$ cat config.mk
export PLATFORM = sky130hd
export DESIGN_NAME = cma_div
export DESIGN_NICKNAME = d
export VERILOG_FILES = /design/src/hw/rtl/cma_pkg.sv /design/src/hw/rtl/cma_div.sv
export SDC_FILE = /design/constraint.sdc
export NUM_CORES = 1
export LEC_CHECK = 0
export BUFFER_PORTS_ARGS = -buffer_cell sky130_fd_sc_hd__buf_2
export CORE_MARGIN = 3
export CORE_UTILIZATION = 53
export CTS_CLUSTER_DIAMETER = 120
export DETAILED_ROUTE_END_ITERATION = 8
export GPL_ROUTABILITY_DRIVEN = 0
export GPL_TIMING_DRIVEN = 0
export MAX_ROUTING_LAYER = met4
export PLACE_DENSITY_LB_ADDON = 0.05
export SLEW_MARGIN = 20
export SYNTH_ARGS = -nofsm -noshare
export SYNTH_HDL_FRONTEND = slang
export SYNTH_SLANG_ARGS = --single-unit
export TNS_END_PERCENT = 20
$ cat constraint.sdc
create_clock -name i_clk -period 2.58 [get_ports i_clk]
set_input_delay 0.258 -clock i_clk [delete_from_list [all_inputs] [get_ports i_clk]]
set_output_delay 0.258 -clock i_clk [all_outputs]
set_load 0.02 [all_outputs]
$ cat src/hw/rtl/cma_pkg.sv
// ----------------------------------------------------------------------------
// cma_pkg: shared types and constants of the confusion matrix accumulator
// Item layouts, opcodes, field widths and parameter defaults.
// ----------------------------------------------------------------------------
package cma_pkg;

    localparam int CLASS_COUNT_DEF = 16;
    localparam int COUNT_BITS_DEF  = 32;

    localparam int OPCODE_W    = 2;
    localparam int CLASS_W     = 4;
    localparam int COUNT_OUT_W = 32;
    localparam int FRAC_W      = 16;

    localparam logic [OPCODE_W-1:0] OP_RECORD = 2'd0;
    localparam logic [OPCODE_W-1:0] OP_READ   = 2'd1;
    localparam logic [OPCODE_W-1:0] OP_CLEAR  = 2'd2;
    localparam logic [OPCODE_W-1:0] OP_NOP    = 2'd3;

    typedef struct packed {
        logic [OPCODE_W-1:0] opcode;
        logic [CLASS_W-1:0]  true_class;
        logic [CLASS_W-1:0]  predicted_class;
    } t_in_item;

    typedef struct packed {
        logic [CLASS_W-1:0]     column;
        logic [COUNT_OUT_W-1:0] cell_count;
        logic [COUNT_OUT_W-1:0] row_total;
        logic [FRAC_W-1:0]      fraction;
        logic                   last;
    } t_out_item;

endpackage

$ cat src/hw/rtl/cma_div.sv
// ----------------------------------------------------------------------------
// cma_div: Q0.16 ratio unit
// floor(num * 2^16 / den), one quotient bit per cycle by restoring division;
// zero total gives 0, count at or above total gives the full-scale value.
// ----------------------------------------------------------------------------
module cma_div #(
    parameter int COUNT_BITS = cma_pkg::COUNT_BITS_DEF
) (
    input  logic                      i_clk,
    input  logic                      i_rst_n,
    input  logic                      i_start,
    input  logic [COUNT_BITS-1:0]     i_num,
    input  logic [COUNT_BITS-1:0]     i_den,
    output logic                      o_busy,
    output logic [cma_pkg::FRAC_W-1:0] o_quot
);
    import cma_pkg::*;

    localparam int STEP_W = $clog2(FRAC_W);
    localparam logic [STEP_W-1:0] STEP_LAST = STEP_W'(FRAC_W - 1);

    logic                  r_busy, n_busy;
    logic [STEP_W-1:0]     r_step, n_step;
    logic [COUNT_BITS-1:0] r_rem, n_rem;
    logic [COUNT_BITS-1:0] r_den, n_den;
    logic [FRAC_W-1:0]     r_q, n_q;
    logic [COUNT_BITS:0]   w_rem2;
    logic [COUNT_BITS:0]   w_diff;

    assign w_rem2 = {r_rem, 1'b0};
    assign w_diff = w_rem2 - {1'b0, r_den};

    always_comb begin
        n_busy = r_busy;
        n_step = r_step;
        n_rem  = r_rem;
        n_den  = r_den;
        n_q    = r_q;
        if (i_start) begin
            n_den  = i_den;
            n_rem  = i_num;
            n_step = '0;
            if (i_den == '0) begin
                n_q    = '0;
                n_busy = 1'b0;
            end else if (i_num >= i_den) begin
                n_q    = '1;
                n_busy = 1'b0;
            end else begin
                n_q    = '0;
                n_busy = 1'b1;
            end
        end else if (r_busy) begin
            if (w_rem2 >= {1'b0, r_den}) begin
                n_rem = w_diff[COUNT_BITS-1:0];
                n_q   = {r_q[FRAC_W-2:0], 1'b1};
            end else begin
                n_rem = w_rem2[COUNT_BITS-1:0];
                n_q   = {r_q[FRAC_W-2:0], 1'b0};
            end
            n_step = r_step + 1'b1;
            if (r_step == STEP_LAST) begin
                n_busy = 1'b0;
            end
        end
    end

    always_ff @(posedge i_clk) begin
        if (!i_rst_n) begin
            r_busy <= 1'b0;
        end else begin
            r_busy <= n_busy;
        end
        r_step <= n_step;
        r_rem  <= n_rem;
        r_den  <= n_den;
        r_q    <= n_q;
    end

    assign o_busy = r_busy;
    assign o_quot = r_q;
endmodule

==> results by group <==
Die
  • Core region area: 11520 sq um
  • Io pins: 84
  • Die Wd: 115.1 microns
  • Die height: 115.1 microns
  • Rows: 39
  • Starting Density: 54.81%
  • Die area: 13250 sq um

Setup path
  • CP required: 2.65 ns
  • Crit end category: flip-flop
  • CP delay by family, top: compound AO/OA/AOI/OAI gates
  • Worst-path maximum fanout: 10
  • CP peak stage delay: 0.43 ns
  • CP startpoint kind: flip-flop
  • CP max-delay cell: a31oi_2
  • CP bufs+invs: 2
  • Cell repeated most along the worst path: a21oi_1
  • CP cell instances: ha_1 > a21oi_1 > o21ai_0 > a31oi_2 > a21oi_2 > or3_4 > buf_8 > buf_6 > a31oi_4 > a21oi_1
  • R2R Setup Slk: -0.41 ns
  • Setup CP Type: flip-flop to flip-flop
  • Worst Path Arrival: 3.06 ns

Power
  • Combinational cell fraction of total power: 45.2%
  • Power share of the clock group: 23.5%
  • Maximum vdd drop: 0.5042 mV
  • Leakage power: 3.471 nW
  • P_int: 0.003848 W
  • P_sw: 0.002197 W
  • Sw Share: 36.34%
  • Sequential share of power: 31.3%
  • Pwr dens: 771.2 nW/um^2

GRT
  • Grt total ovfl: 0
  • Antenna violations before repair: 0
  • Vias in the first global route: 5588
  • First-pass GRT wire length: 27700 microns
  • Largest net degree at the start of global routing: 49
  • Gr usage total: 28.00%

Cells and area
  • Cell area after layout: 7838 sq um
  • Fillers: 924
  • Layout cells sized above 1: 24.44%
  • Register area: 2502 sq um
  • Area grow syn2layout: 24.16%
  • Antenna cell count: 0
  • Area occupied by multi-input gates: 3669 sq um
  • Fin cells: 949
  • Final-stage net count: 934

STA
  • Unrepaired setup endpoints after global routing: true
  • Worst slew pin tran: 0.8010 ns
  • Clock skew: 0.006093 ns
  • Tcrit/Tclk final: 115.8%
  • Highest Clock Rate: 0.3347 GHz
  • # setup viols final: 33
  • Final worst slack: -0.4074 ns
  • Max-slew headroom: 46.60%
  • Minimum clock period: 2.987 ns
  • Final hold vios: 0
  • Fin. max-slew vios: 0

Min path
  • Worst hold path class: primary input to flip-flop

Placement
  • Placed Cells: 908
  • Placed instance area: 6925 sq um
  • Post-DP HPWL: 13120 microns
  • Port bufs: 83
  • Pre-CTS WS: -0.7830 ns

Flow run
  • Max-Cap Viols: 0

Clock network
  • CTS tree: done
  • Longest Clk Path Bufs: 2
  • CTS root buf: clkbuf_16
  • CTS Buf Count: 9
  • Hold-fix buffers at CTS: 0
  • Clk slew on worst S/H paths: 0.06 ns
  • CTS sink count: 85
  • Max H-tree Level: 3
  • Worst-skew pair later-pin latency: 0.36 ns

Synth
  • Mapped Cells: 682
  • EDFF count, synth: 80
  • Syn avg cell area: 9.256 sq um
  • Syn Nets: 815
  • Synthesized-area fraction occupied by adder cells: 13.20%
  • Main combinational cell family by area after synthesis: compound AO/OA/AOI/OAI gates
  • Synthesis-stage register bit count: 85
  • Mux cell area share after synthesis: 0.9713%
  • Seq/Total Area, Yosys: 39.64%
  • Top FF cell, synth: edfxtp_1
  • Post-Syn Area: 6312 sq um
  • Async SR Flop Fraction: 0%
  • Yosys warning total: 0
  • Compound-Gate Fraction of Synth Area: 20.08%
  • Synth cell types: 70
  • Post-synthesis xor/xnor area fraction: 3.053%
  • Post-synthesis simple-gate area fraction: 15.90%

Drt
  • Drt first pass iters: 6
  • DR DRC count: 0
  • WL final: 18210 microns
  • Met3 wire length: 1046 microns
  • Vias: 5720
  • Number of routed nets with antenna violations: 0
  • Metal1 wirelength: 8035 microns
  • Highest metal used: met4
  • Avg WL per Cell: 19.19 microns
  • Routed vias/inst: 6.027
  • Met2 WL: 8462 microns
  • DRT iter0 DRCs: 432

Run status
  • Outcome: finished with violations
  • Failing checks: negative setup slack
final timing paths:
kind,start,endpoint,cells after the start
worst max-delay path,r_rem[5],r_rem[29],10
worst min-delay path,i_den[18],r_den[18],1
worst max register to register,r_rem[5],r_rem[29],10
worst min register to register,r_step[3],r_step[3],2
area by class of cell:
| class | count | area share (%) |
|---|---|---|
| Buffer | 19 | 2.075 |
| Clock buffer | 12 | 3.145 |
| Clock inverter | 4 | 0.9100 |
| Inverter | 88 | 4.215 |
| Multi-Input combinational cell | 486 | 46.81 |
| Sequential cell | 85 | 31.93 |
| Tap cell | 143 | 2.283 |
| Timing Repair Buffer | 112 | 8.637 |
cell usage after synthesis (8+ instances only):
cell	instances	area, sq um
a21oi_1	45	225.2
nor2_1	46	172.7
inv_1	88	330.3
o21ai_0	47	235.2
nor4_1	9	56.30
edfxtp_1	80	2402
nand4_1	16	100.1
nand2_1	59	221.5
clkbuf_1	12	45.04
o21a_1	9	67.56
a31oi_1	23	143.9
a21o_1	22	165.2
nand3_1	17	85.08
nor3_1	8	40.04
xor2_1	9	78.83
xnor2_1	13	113.9
ha_1	65	813.3
power by group through the flow:
stage | registers (W) | clock network [W] | logic, W
final | 0.00189 | 0.00142 | 0.00273
after detailed placement | 0.00190 | 0 | 0.00220
after global placement | 0.00189 | 0 | 0.00215
after floorplan | 0.00191 | 0 | 0.00160
after CTS | 0.00188 | 0.00144 | 0.00252
after global routing | 0.00191 | 0.00148 | 0.00295
layer usage:
layer / up-vias / track usage [%]
li1: 2727 / -
met4: 0 / 14.87
met2: 207 / 42.63
met5: - / -
met3: 45 / 3.526
met1: 2741 / 36.48
flip-flops by register name, summed over array words and instances, names as in the netlist:
name / flops
o_busy: 1
o_quot: 16
r_den: 32
r_rem: 32
r_step: 4
kinds of logic after synthesis:
logic type / count (synthesis)
xor+xnor: 22
mux: 6
buf+inv: 111
simple gates: 199
fa+ha+maj: 66
compound gates: 193
flops: 85
cells in the final DEF (no fill, tap or decap), types with 6 or more instances in the layout:
cell | synthesis | routed
ha_1 | 65 | 57
buf_2 | 4 | 85
ha_4 | 0 | 7
o21ai_0 | 47 | 43
nor3_1 | 8 | 6
nand4_1 | 16 | 16
clkbuf_1 | 12 | 11
nand2b_1 | 7 | 7
nor2b_1 | 6 | 6
a31oi_1 | 23 | 20
xor2_1 | 9 | 9
nor2_1 | 46 | 45
o21a_1 | 9 | 9
nor4_1 | 9 | 9
xnor2_1 | 13 | 13
nand2_2 | 0 | 7
buf_4 | 2 | 24
nand2_1 | 59 | 52
a21o_1 | 22 | 22
nand3_1 | 17 | 17
inv_1 | 88 | 86
clkbuf_16 | 0 | 11
a21oi_1 | 45 | 41
edfxtp_1 | 80 | 80
per-stage QoR:
stage               hold WS, ns  utilization [%]  TNS, ns  power (W)
CTS                     0.09582            66.47   -7.894   0.005836
floorplan                0.3569                -   -2.356   0.003514
global route             0.1044            68.06   -13.05   0.006348
global placement         0.4648            60.14   -54.63   0.004039
detailed placement       0.4654            60.14   -58.42   0.004096
finish                   0.1045            68.06   -10.65   0.006044
timing repair:
action / 4_1_cts / 5_1_grt
setup buffers: 21 / 5
cloned: 1 / 2
pin swaps: 12 / 16
setup endpoints to repair: 90 / 90
resized for setup: 47 / 29
No activity file was read; power rests on OpenSTA's default activity.
