`src/hw/rtl/cma_ram.sv`:
```
// ----------------------------------------------------------------------------
// cma_ram: generic synchronous RAM
// One write port, one read port, read data registered (read-before-write).
// ----------------------------------------------------------------------------
module cma_ram #(
    parameter int WIDTH = 32,
    parameter int DEPTH = 16
) (
    input  logic                     i_clk,
    input  logic                     i_we,
    input  logic [$clog2(DEPTH)-1:0] i_waddr,
    input  logic [WIDTH-1:0]         i_wdata,
    input  logic [$clog2(DEPTH)-1:0] i_raddr,
    output logic [WIDTH-1:0]         o_rdata
);
    logic [WIDTH-1:0] r_mem [DEPTH];
    logic [WIDTH-1:0] r_rdata;

    always_ff @(posedge i_clk) begin
        if (i_we) begin
            r_mem[i_waddr] <= i_wdata;
        end
        r_rdata <= r_mem[i_raddr];
    end

    assign o_rdata = r_rdata;
endmodule

```
`config.mk`:
```
export PLATFORM = sky130hd
export DESIGN_NAME = cma_ram
export DESIGN_NICKNAME = d
export VERILOG_FILES = /design/src/hw/rtl/cma_ram.sv
export SDC_FILE = /design/constraint.sdc
export NUM_CORES = 1
export LEC_CHECK = 0
export ABC_CLOCK_PERIOD_IN_PS = 4600
export BUFFER_PORTS_ARGS = -buffer_cell sky130_fd_sc_hd__clkbuf_2
export CAP_MARGIN = 20
export CORE_MARGIN = 2
export CORE_UTILIZATION = 46
export CTS_CLUSTER_SIZE = 25
export DETAILED_ROUTE_END_ITERATION = 10
export PLACE_DENSITY = 0.7
export SLEW_MARGIN = 20
export SYNTH_ARGS = -nofsm -noshare
export SYNTH_HDL_FRONTEND = slang
export SYNTH_SLANG_ARGS = --single-unit
```
`constraint.sdc`:
```
create_clock -name i_clk -period 4.6 [get_ports i_clk]
set_input_delay 0.46 -clock i_clk [delete_from_list [all_inputs] [get_ports i_clk]]
set_output_delay 0.46 -clock i_clk [all_outputs]
set_load 0.01 [all_outputs]
```
==> results of run 1 <==
layout by cell type (no fill, tap or decap), types with 4 or more instances in the layout:
master / n
buf_12: 4
clkinv_1: 7
clkbuf_16: 53
clkbuf_8: 9
nor3_2: 4
mux4_2: 128
edfxtp_1: 512
clkbuf_2: 71
a22oi_1: 64
buf_4: 23
nand2_1: 33
clkbuf_1: 16
clkinv_2: 6
dfxtp_1: 32
nor2_4: 13
bufinv_16: 4
metrics by stage:
step	hold WS [ns]	cell area, µm²	std cells
after floorplan	0.559	19900	838
after global placement	0.643	21000	1437
after detailed placement	0.655	21100	1439
after CTS	0.278	22700	1536
after global routing	0.309	22800	1538
final	0.285	22800	1539
cells by family (layout without fill, tap and decap cells):
family	count (synthesis)	count (layout)	synth area share (%)
AO/OA/AOI/OAI	64	64	2.42
multiplexers	128	128	14.5
buffers and inverters	43	197	1.12
flip-flops	544	544	80.7
other	0	1	0
AND/OR/NAND/NOR	59	59	1.27
power breakdown:
group | total [mW] | switching [mW] | leakage (nW) | internal, mW
Combinational | 0.483 | 0.284 | 1.60 | 0.199
Sequential | 5.58 | 0.0389 | 4.89 | 5.54
Clock | 4.21 | 1.74 | 0.834 | 2.47
Total | 10.3 | 2.06 | 7.33 | 8.21
final cells by class:
cell class	instances	area [µm²]
diodes	1	2.50
clock inverters	20	203
clock buffers	77	1500
multi-input cells	251	3750
fillers	3240	20000
repair buffers	100	649
flip-flops and latches	544	16000
well taps	546	683
layer usage:
metal / GRT usage, % / vias to the layer above
li1: - / 3801
met1: 25.7 / 4798
met2: 31.0 / 305
met3: 3.46 / 58
met4: 4.64 / 0
met5: 0 / -
flip-flops by register name, indices dropped and copies added, names as in the netlist:
signal and count:
o_rdata 32, r_mem 512
how the worst max path moves through the flow:
stage / cells past startpoint / to / start / slack (ns)
2_1_floorplan: 2 / r_mem[0][0]$_DFFE_PP_ / i_waddr[2] / 0.96
3_3_place_gp: 4 / r_mem[15][7]$_DFFE_PP_ / i_waddr[0] / 1.99
4_1_cts: 4 / r_mem[15][5]$_DFFE_PP_ / i_waddr[1] / 2.53
6_report: 4 / r_mem[15][5]$_DFFE_PP_ / i_waddr[1] / 2.56
3_5_place_dp: 4 / r_mem[15][7]$_DFFE_PP_ / i_waddr[1] / 1.98
5_1_grt: 5 / o_rdata[15]$_DFF_P_ / i_raddr[0] / 2.43
==> summary.md, run 1 <==
| Metric | Value |
|---|---|
| CP top delay family | `simple AND/OR/NAND/NOR gates` |
| Crit path DAT | `between 2 and 2.5 ns` |
| Num CTS Buffers | `53` |
| Starting DRC count in detailed routing | `around 900` |
| R2R cell count | `3` |
| Mapped Cells | `838` |
| Worst vdd ir | `around 0.35 mV` |
| Post-Route Setup TNS | `0 ns` |
| Post-CTS Resized | `0` |
| Synthesized area per cell | `23.7 µm²` |
| Clock Skew | `between 0.015 and 0.02 ns` |
| Yosys top cell by area | `edfxtp_1` |
| CTS Hold Bufs | `0` |
| Ys flop type | `edfxtp_1` |
| Largest net degree at the start of global routing | `63` |
| Vias in the first global route | `between 9000 and 10000` |
| 1st-pass router iterations | `5` |
| Worst path required time | `between 4 and 5 ns` |
| Skew-Pair Late Insertion Delay | `0.57 ns` |
| FFs w/ async S/R, synth | `0%` |
| Ys Warns | `0` |
| Layout Nets | `approximately 990` |
| R2R Path End | `o_rdata[17]$_DFF_P_` |
| DRC | `0` |
| Fin. max-slew vios | `0` |
| Share of the synthesized area in the top cell type | `between 70% and 80%` |
| Post-synth EDFFs | `about 500` |
| DR WL/cell | `around 26 µm` |
| Worst Hold Class | `input pin to register` |
| Yosys cell types | `18` |
| Metal1 wirelength | `16700 µm` |
| Final Critical Period | `around 2.0 ns` |
| Met3 WL post-DR | `about 2600 µm` |
| Placer Congestion | `0.736` |
| Hold Fails Final Rpt | `0` |
| Post-Place Worst Slack | `around 2.0 ns` |
| # setup viols final | `0` |
| Total track usage | `18.6%` |
| Core area | `0.0428 mm²` |
| CP Class | `input pin to register` |
| WHS Path Cells | `1` |
| Number of vias per cell | `5.82` |
| Final worst slack | `2.56 ns` |
| Worst-Margin Slew | `0.965 ns` |
| Most frequent cell after synthesis | `edfxtp_1` |
| Power Total | `approximately 10 mW` |
| CP bufs+invs | `2` |
| Layout cells sized above 1 | `around a third` |
| Post-synthesis register bit count | `roughly 540` |
| RSZ-0062 raised after global routing | `no` |
| Reg2Reg Launch Point | `r_mem[3][17]$_DFFE_PP_` |
| Status | `complete, no violations` |
| Synth Net Count | `a little under 900` |
| Routed Wire Length | `between 40000 and 50000 µm` |
| Slowest-stage cell, CP | `nor2_4` |
| Port bufs | `between 70 and 80` |
| Remaining antenna violation count | `0` |
| Layout Area Growth over Synthesis | `14.8%` |
| CTS tree | `done` |
| Synth area leaders | `edfxtp_1, mux4_2, dfxtp_1, a22oi_1, nand2_1` |
| Starting Density | `46.4%` |
| P per Cell Area | `451 mW/mm²` |
| Die Span Y | `~210 µm` |
| CP max FO | `19` |
| Synth top cells by count | `edfxtp_1, mux4_2, a22oi_1, nand2_1, dfxtp_1` |
| Max cap viols | `0` |
| Worst hold start | `i_wdata[8]` |
| H-Tree Depth | `2` |
| Number of setup buffers added after CTS | `0` |
| Boundary pin count | `74` |
| Post-DP HPWL | `around 22000 µm` |
| Hold EP | `r_mem[10][8]$_DFFE_PP_` |
| Clock transition at path regs | `0.06 ns` |
| Fin util | `about 53%` |
| Slew headroom | `a little over a third` |
| First-pass GRT wire length | `about 60000 µm` |
| Achievable frequency | `0.489 GHz` |
| Crit path cell chain | `clkbuf_2 -> nand2_1 -> nor2_4 -> buf_4` |
| R2R Setup Slk | `3.17 ns` |
| Die Wd | `around 210 µm` |
| LEAKAGE | `between 7 and 8 nW` |
| CP max stage delay | `0.83 ns` |
| Register area share after synthesis | `80.7%` |
| FP Rows | `76` |
| Top Layer Used | `met4` |
| Vias | `8962` |
| Clk buf depth | `3` |
| CP startpoint kind | `input pin` |
| Final period util | `about 44%` |
| Initial antenna violation count | `1` |
| Total gr overflow | `0` |
| CP endpoint kind | `register` |
| Full die area | `around 0.045 mm²` |
| Clk sinks | `about 540` |
| Met2 WL | `between 20000 and 25000 µm` |
| CTS root buffer | `clkbuf_16` |
| Mapped Area | `0.0199 mm²` |
Power figures use the tool's default switching activity.
==> inputs of run 2 (changes only) <==
ABC_CLOCK_PERIOD_IN_PS = 1980   (was 4600)
clock period = 1.98 ns   (was 4.6 ns; I/O delays follow)
==> run 2 against run 1 <==
Compared with the run above: largest cell class unchanged; setup slack got worse by 2.1 ns; flip-flop and latch count is the same; sequential power rose by 130%; routed wire length decreased by 0.81%; register-to-register slack got worse by 2.7 ns; final cell count up 1.8%; utilization up 1.4 points; die area is the same.
==> summary.md, run 2 (synthesis results as in run 1) <==
| Metric | Value |
|---|---|
| Layout Nets | `between 1000 and 1500` |
| Max reg flops | `a little over 500` |
| Die Wd | `~210 µm` |
| Most flop-heavy register | `r_mem` |
| Status | `complete, no violations` |
| Starting DRC count in detailed routing | `between 800 and 900` |
| Crit path from | `r_mem[11][31]$_DFFE_PP_` |
| Layout Area Growth over Synthesis | `17.9%` |
| Clock power share | `between 40% and 50%` |
| CTS tree | `done` |
| Clock Skew | `roughly 0.01 ns` |
| Most frequent cells in the layout | `edfxtp_1, mux4_2, clkbuf_2` |
| Final period util | `between 70% and 80%` |
| Placed cell count | `~1500` |
| Part of the power in registers | `a little over half` |
| Final Critical Period | `~1.5 ns` |
| Top Layer Used | `met5` |
| Clk buf depth | `3` |
| Int Power | `19.4 mW` |
| Sw power | `between 4 and 5 mW` |
| H-Tree Depth | `2` |
| R2R Setup Slk | `slightly below 0.5 ns` |
| Vias | `about 9000` |
| Largest net degree at the start of global routing | `around 50` |
| FP Rows | `between 70 and 80` |
| Reg2Reg Launch Point | `r_mem[11][31]$_DFFE_PP_` |
| P per Cell Area | `about 1000 mW/mm²` |
| Worst vdd ir | `0.610 mV` |
| Diode count | `0` |
| Remaining antenna violation count | `0` |
| Full die area | `~0.045 mm²` |
| CP max FO | `1` |
| Crit path DAT | `around 1.9 ns` |
| Metal1 wirelength | `around 17000 µm` |
| # setup viols final | `0` |
| Layout cells sized above 1 | `33.6%` |
| Max cap viols | `0` |
| Die Span Y | `around 210 µm` |
| Vias in the first global route | `9459` |
| CP endpoint kind | `register` |
| Starting Density | `~46%` |
| Post-DP HPWL | `about 21000 µm` |
| Total track usage | `18.5%` |
| First-pass GRT wire length | `59600 µm` |
| DRC | `0` |
| Clock transition at path regs | `~0.06 ns` |
| CP Class | `register to register` |
| R2R cell count | `3` |
| LEAKAGE | `between 7 and 8 nW` |
| Worst-Margin Slew | `0.963 ns` |
| Worst path required time | `2.41 ns` |
| Fin util | `54.7%` |
| Non-Filler Instances | `roughly 1600` |
| Sw Ratio | `between 20% and 30%` |
| CP startpoint kind | `register` |
| Achievable frequency | `~0.67 GHz` |
| 1st-pass router iterations | `5` |
| Num CTS Buffers | `54` |
| Comb pwr share | `5.0%` |
| Total gr overflow | `0` |
| RSZ-0062 raised after global routing | `no` |
| Routed Wire Length | `40200 µm` |
| Clk sinks | `around 540` |
| Number of vias per cell | `5.78` |
| DR WL/cell | `about 26 µm` |
| Met2 WL | `19700 µm` |
| Core area | `roughly 0.043 mm²` |
| R2R Path End | `o_rdata[31]$_DFF_P_` |
| CTS root buffer | `clkbuf_16` |
| Slew headroom | `between 30% and 40%` |
| Initial antenna violation count | `1` |
| Worst Setup EP | `o_rdata[31]$_DFF_P_` |
| Min Hold Slack | `between 0.015 and 0.02 ns` |
| Boundary pin count | `74` |
| Most common cell after layout, fill and taps aside | `edfxtp_1` |
| Met3 WL post-DR | `2670 µm` |
| Port bufs | `between 70 and 80` |
| WHS Path Cells | `1` |
| Placer Congestion | `a little under 0.7` |
| Skew-Pair Late Insertion Delay | `slightly below 0.6 ns` |
| Worst Hold Class | `input pin to register` |
| Hold Fails Final Rpt | `0` |
| Fin. max-slew vios | `0` |
run 2: layout make-up:
| type | count | area [µm²] |
|---|---|---|
| Clock buffer | 72 | 1480 |
| Clock inverter | 28 | 310 |
| Fill cell | 3204 | 19400 |
| Multi-Input combinational cell | 251 | 3770 |
| Sequential cell | 544 | 16000 |
| Tap cell | 546 | 683 |
| Timing Repair Buffer | 125 | 1140 |
run 2: worst min path at each step:
stage,start,end,slack [ns]
final,i_wdata[13],r_mem[6][13]$_DFFE_PP_,0.02
after global routing,i_wdata[9],r_mem[8][9]$_DFFE_PP_,0.04
after CTS,i_wdata[16],r_mem[11][16]$_DFFE_PP_,0.002
after detailed placement,o_rdata[0]$_DFF_P_,o_rdata[0],0.58
after global placement,i_wdata[31],r_mem[14][31]$_DFFE_PP_,0.58
after floorplan,i_wdata[0],r_mem[0][0]$_DFFE_PP_,0.30
run 2: metal layers:
layer	track usage [%]	vias to the layer above
met3	3.46	43
met1	26.2	4806
li1	-	3858
met5	0	-
met4	5.05	2
met2	29.8	339
run 2: what timing repair did:
action                                 in CTS  in global routing
gates resized for setup                     0                  0
buffers inserted                            0                  0
hold buffers                                9                  0
endpoints found under the hold margin     129                  0
run 2: metrics by stage:
stage	setup TNS, ns	area [µm²]	setup WS [ns]	power, mW
detailed placement	0	21500	0.137	14.4
global placement	0	21500	0.163	14.4
floorplan	-63.96	19900	-0.526	13.8
CTS	0	23400	0.532	24.5
finish	0	23400	0.487	24.3
global route	0	23400	0.485	25.0
run 2: power by group through the flow:
stage                     clock network (mW)  logic (mW)  registers (mW)
after detailed placement                   0        1.22            13.2
after CTS                               10.3        1.24            13.0
final                                   10.1        1.21            13.0
after floorplan                            0       0.624            13.2
after global routing                    10.7        1.32            13.0
after global placement                     0        1.19            13.2
run 2: worst max-delay path, cell delays in order, from the launching register on:
cell and delay, ns:
edfxtp_1 0.42, mux4_2 0.52, a22oi_1 0.22, nand2_1 0.18
==> inputs of run 3 (changes only) <==
ABC_AREA = 1   (was unset)
ABC_CLOCK_PERIOD_IN_PS = 1400   (was 1980)
clock period = 1.4 ns   (was 1.98 ns; I/O delays follow)
==> run 3 against run 2 <==
Compared with the run above: utilization up 0.14 points; die area up 14%; first-iteration DRC count up 74%; clock power up 46%; clock-buffer cell count up 1; synthesized cell count rose to 2.5 times the previous value; design area up 14%; global-route usage up 4.3 points; combinational power up 110%; via count up 67%.
==> summary.md, run 3 <==
| Metric | Value |
|---|---|
| Skew-Pair Late Insertion Delay | `0.61 ns` |
| Placer Congestion | `~0.89` |
| Clock transition at path regs | `0.06 ns` |
| Post-synthesis register bit count | `544` |
| Layout Nets | `approximately 2300` |
| CP bufs+invs | `1` |
| FFs w/ async S/R, synth | `0%` |
| Vias in the first global route | `between 10000 and 15000` |
| Crit path cell chain | `clkbuf_2` |
| P per Cell Area | `approximately 1300 mW/mm²` |
| Most frequent cells in the layout | `nand2_1, edfxtp_1, inv_1` |
| Worst-Margin Slew | `0.520 ns` |
| Ys Warns | `0` |
| Post-DP HPWL | `36000 µm` |
| CP max FO | `1` |
| Most frequent cell after synthesis | `nand2_1` |
| Ys flop type | `edfxtp_1` |
| Sw power | `between 7 and 8 mW` |
| CTS tree | `done` |
| Clk buf depth | `3` |
| CP startpoint kind | `register` |
| Slew headroom | `65.3%` |
| Core area | `between 0.04 and 0.05 mm²` |
| # setup viols final | `0` |
| Remaining antenna violation count | `0` |
| Max reg flops | `512` |
| First-pass GRT wire length | `86100 µm` |
| 1st-pass router iterations | `6` |
| Die Span Y | `around 230 µm` |
| Sw Ratio | `~22%` |
| Register area share after synthesis | `between 70 and 80%` |
| Part of the power in registers | `51.7%` |
| Num CTS Buffers | `56` |
| Layout cells sized above 1 | `between 10% and 20%` |
| Final period util | `between 90 and 100%` |
| Most flop-heavy register | `r_mem` |
| Hold Fails Final Rpt | `0` |
| Number of vias per cell | `5.09` |
| Max cap viols | `0` |
| RSZ-0062 raised after global routing | `no` |
| Reg2Reg Launch Point | `r_mem[13][1]$_DFFE_PP_` |
| Clock power share | `between 40% and 50%` |
| Post-Place Worst Slack | `-0.144 ns` |
| Worst Hold Class | `input pin to register` |
| DR WL/cell | `roughly 19 µm` |
| Final Critical Period | `1.36 ns` |
| CP Class | `register to primary output` |
| Share of the synthesized area in the top cell type | `approximately two thirds` |
| Mapped Cells | `2120` |
| Int Power | `between 20 and 30 mW` |
| Initial antenna violation count | `0` |
| Largest net degree at the start of global routing | `48` |
| Worst path required time | `~1.3 ns` |
| CP endpoint kind | `primary output` |
| Slowest-stage cell, CP | `dfxtp_1` |
| Yosys top cell by area | `edfxtp_1` |
| Synth area leaders | `edfxtp_1, nand2_1, nand3_1, inv_1, dfxtp_1` |
| Placed cell count | `~2900` |
| LEAKAGE | `approximately 11 nW` |
| Crit path from | `o_rdata[13]$_DFF_P_` |
| Total gr overflow | `0` |
| Vias | `approximately 15000` |
| Worst hold start | `i_wdata[31]` |
| Synthesized area per cell | `10.7 µm²` |
| Diode count | `0` |
| Die Wd | `approximately 230 µm` |
| Starting DRC count in detailed routing | `around 1500` |
| CTS root buffer | `clkbuf_16` |
| Clock Skew | `between 0.015 and 0.02 ns` |
| Boundary pin count | `74` |
| Port bufs | `73` |
| DRC | `0` |
| Routed Wire Length | `57300 µm` |
| Layout Area Growth over Synthesis | `17.8%` |
| Number of setup buffers added after CTS | `0` |
| Fin. max-slew vios | `0` |
| Mapped Area | `roughly 0.023 mm²` |
| Non-Filler Instances | `between 2000 and 3000` |
| Achievable frequency | `roughly 0.73 GHz` |
| Synth top cells by count | `nand2_1, edfxtp_1, inv_1, nand3_1, buf_2` |
| Status | `complete, no violations` |
| Yosys cell types | `15` |
| Total track usage | `between 20% and 30%` |
| Comb pwr share | `between 7 and 8%` |
| CP max stage delay | `between 0.4 and 0.5 ns` |
| Post-synth EDFFs | `around 510` |
| Most common cell after layout, fill and taps aside | `nand2_1` |
| Crit path DAT | `around 1.2 ns` |
| Synth Net Count | `approximately 2200` |
| H-Tree Depth | `2` |
| Full die area | `0.0512 mm²` |
| CP top delay family | `flip-flops` |
| Starting Density | `around 47%` |
| Final worst slack | `0.0392 ns` |
| Clk sinks | `roughly 540` |
| Worst vdd ir | `1.23 mV` |
| FP Rows | `81` |
==> run 3: cell types whose count changed in the layout (fill, tap and decap cells not counted), sizes merged, moves of 4 or more <==
cell / delta
nand2: +644
inv: +391
nand3: +384
mux4: -128
a22oi: -64
buf: +64
dlygate4sd3: -7
clkinv: +6
nor2: +4
nor3: -4
==> run 3: layout make-up <==
class / count / area (µm²)
clock inverters: 32 / 299
flip-flops and latches: 544 / 16000
multi-input cells: 1081 / 4670
repair buffers: 180 / 1980
inverters: 390 / 1470
fillers: 4064 / 22100
well taps: 664 / 831
clock buffers: 73 / 1520
==> run 3: final timing paths <==
path,end,slack [ns],depth (start not counted)
worst min-delay path,r_mem[15][31]$_DFFE_PP_,0.03,1
worst max-delay path,o_rdata[13],0.04,1
worst min register to register,o_rdata[25]$_DFF_P_,0.66,6
worst max register to register,o_rdata[1]$_DFF_P_,0.27,6
==> run 3: what timing repair did <==
| action | CTS | global route |
|---|---|---|
| setup endpoints to repair | 3 | 0 |
| hold buffers | 2 | 0 |
| resized for setup | 3 | 0 |
| endpoints found under the hold margin | 6 | 0 |
==> run 3: power groups by stage <==
stage,clock network (mW),registers [mW],logic (mW)
2_1_floorplan,0,18.7,1.25
3_3_place_gp,0,18.7,2.48
3_5_place_dp,0,18.7,2.52
4_1_cts,14.8,18.4,2.54
5_1_grt,15.4,18.4,2.76
6_report,14.7,18.4,2.53
==> run 3: routing by layer <==
layer,up-vias,GRT usage (%),part of all wire [%]
li1,7120,-,-
met1,7256,29.1,40
met2,594,39.3,50
met3,112,2.64,6.3
met4,0,9.83,3.8
met5,-,0,0
==> run 3: kinds of logic (layout without fill, tap and decap cells) <==
| logic type | count (synthesis) | count (layout) | share of synthesized area [%] |
|---|---|---|---|
| simple gates | 1081 | 1081 | 20.0 |
| buf+inv | 495 | 675 | 9.54 |
| flops | 544 | 544 | 70.5 |
==> run 3: through the flow <==
step / TNS, ns / power [mW] / utilization (%) / hold slack (ns) / area, µm²
floorplan: -116.80 / 19.9 / - / 0.239 / 22800
global placement: -2.60 / 21.2 / 51.1 / 0.529 / 24900
detailed placement: -3.96 / 21.2 / 51.1 / 0.526 / 24900
CTS: 0 / 35.7 / 54.8 / 0.00761 / 26800
global route: 0 / 36.6 / 54.8 / 0.0324 / 26800
finish: 0 / 35.5 / 54.8 / 0.0264 / 26800
==> run 3: worst register-to-register path, cell delays in order (launching register included) <==
cell,delay (ns)
edfxtp_1,0.36
inv_1,0.06
nand2_1,0.04
nand3_1,0.07
nand3_1,0.18
nand3_1,0.22
nand2_1,0.08
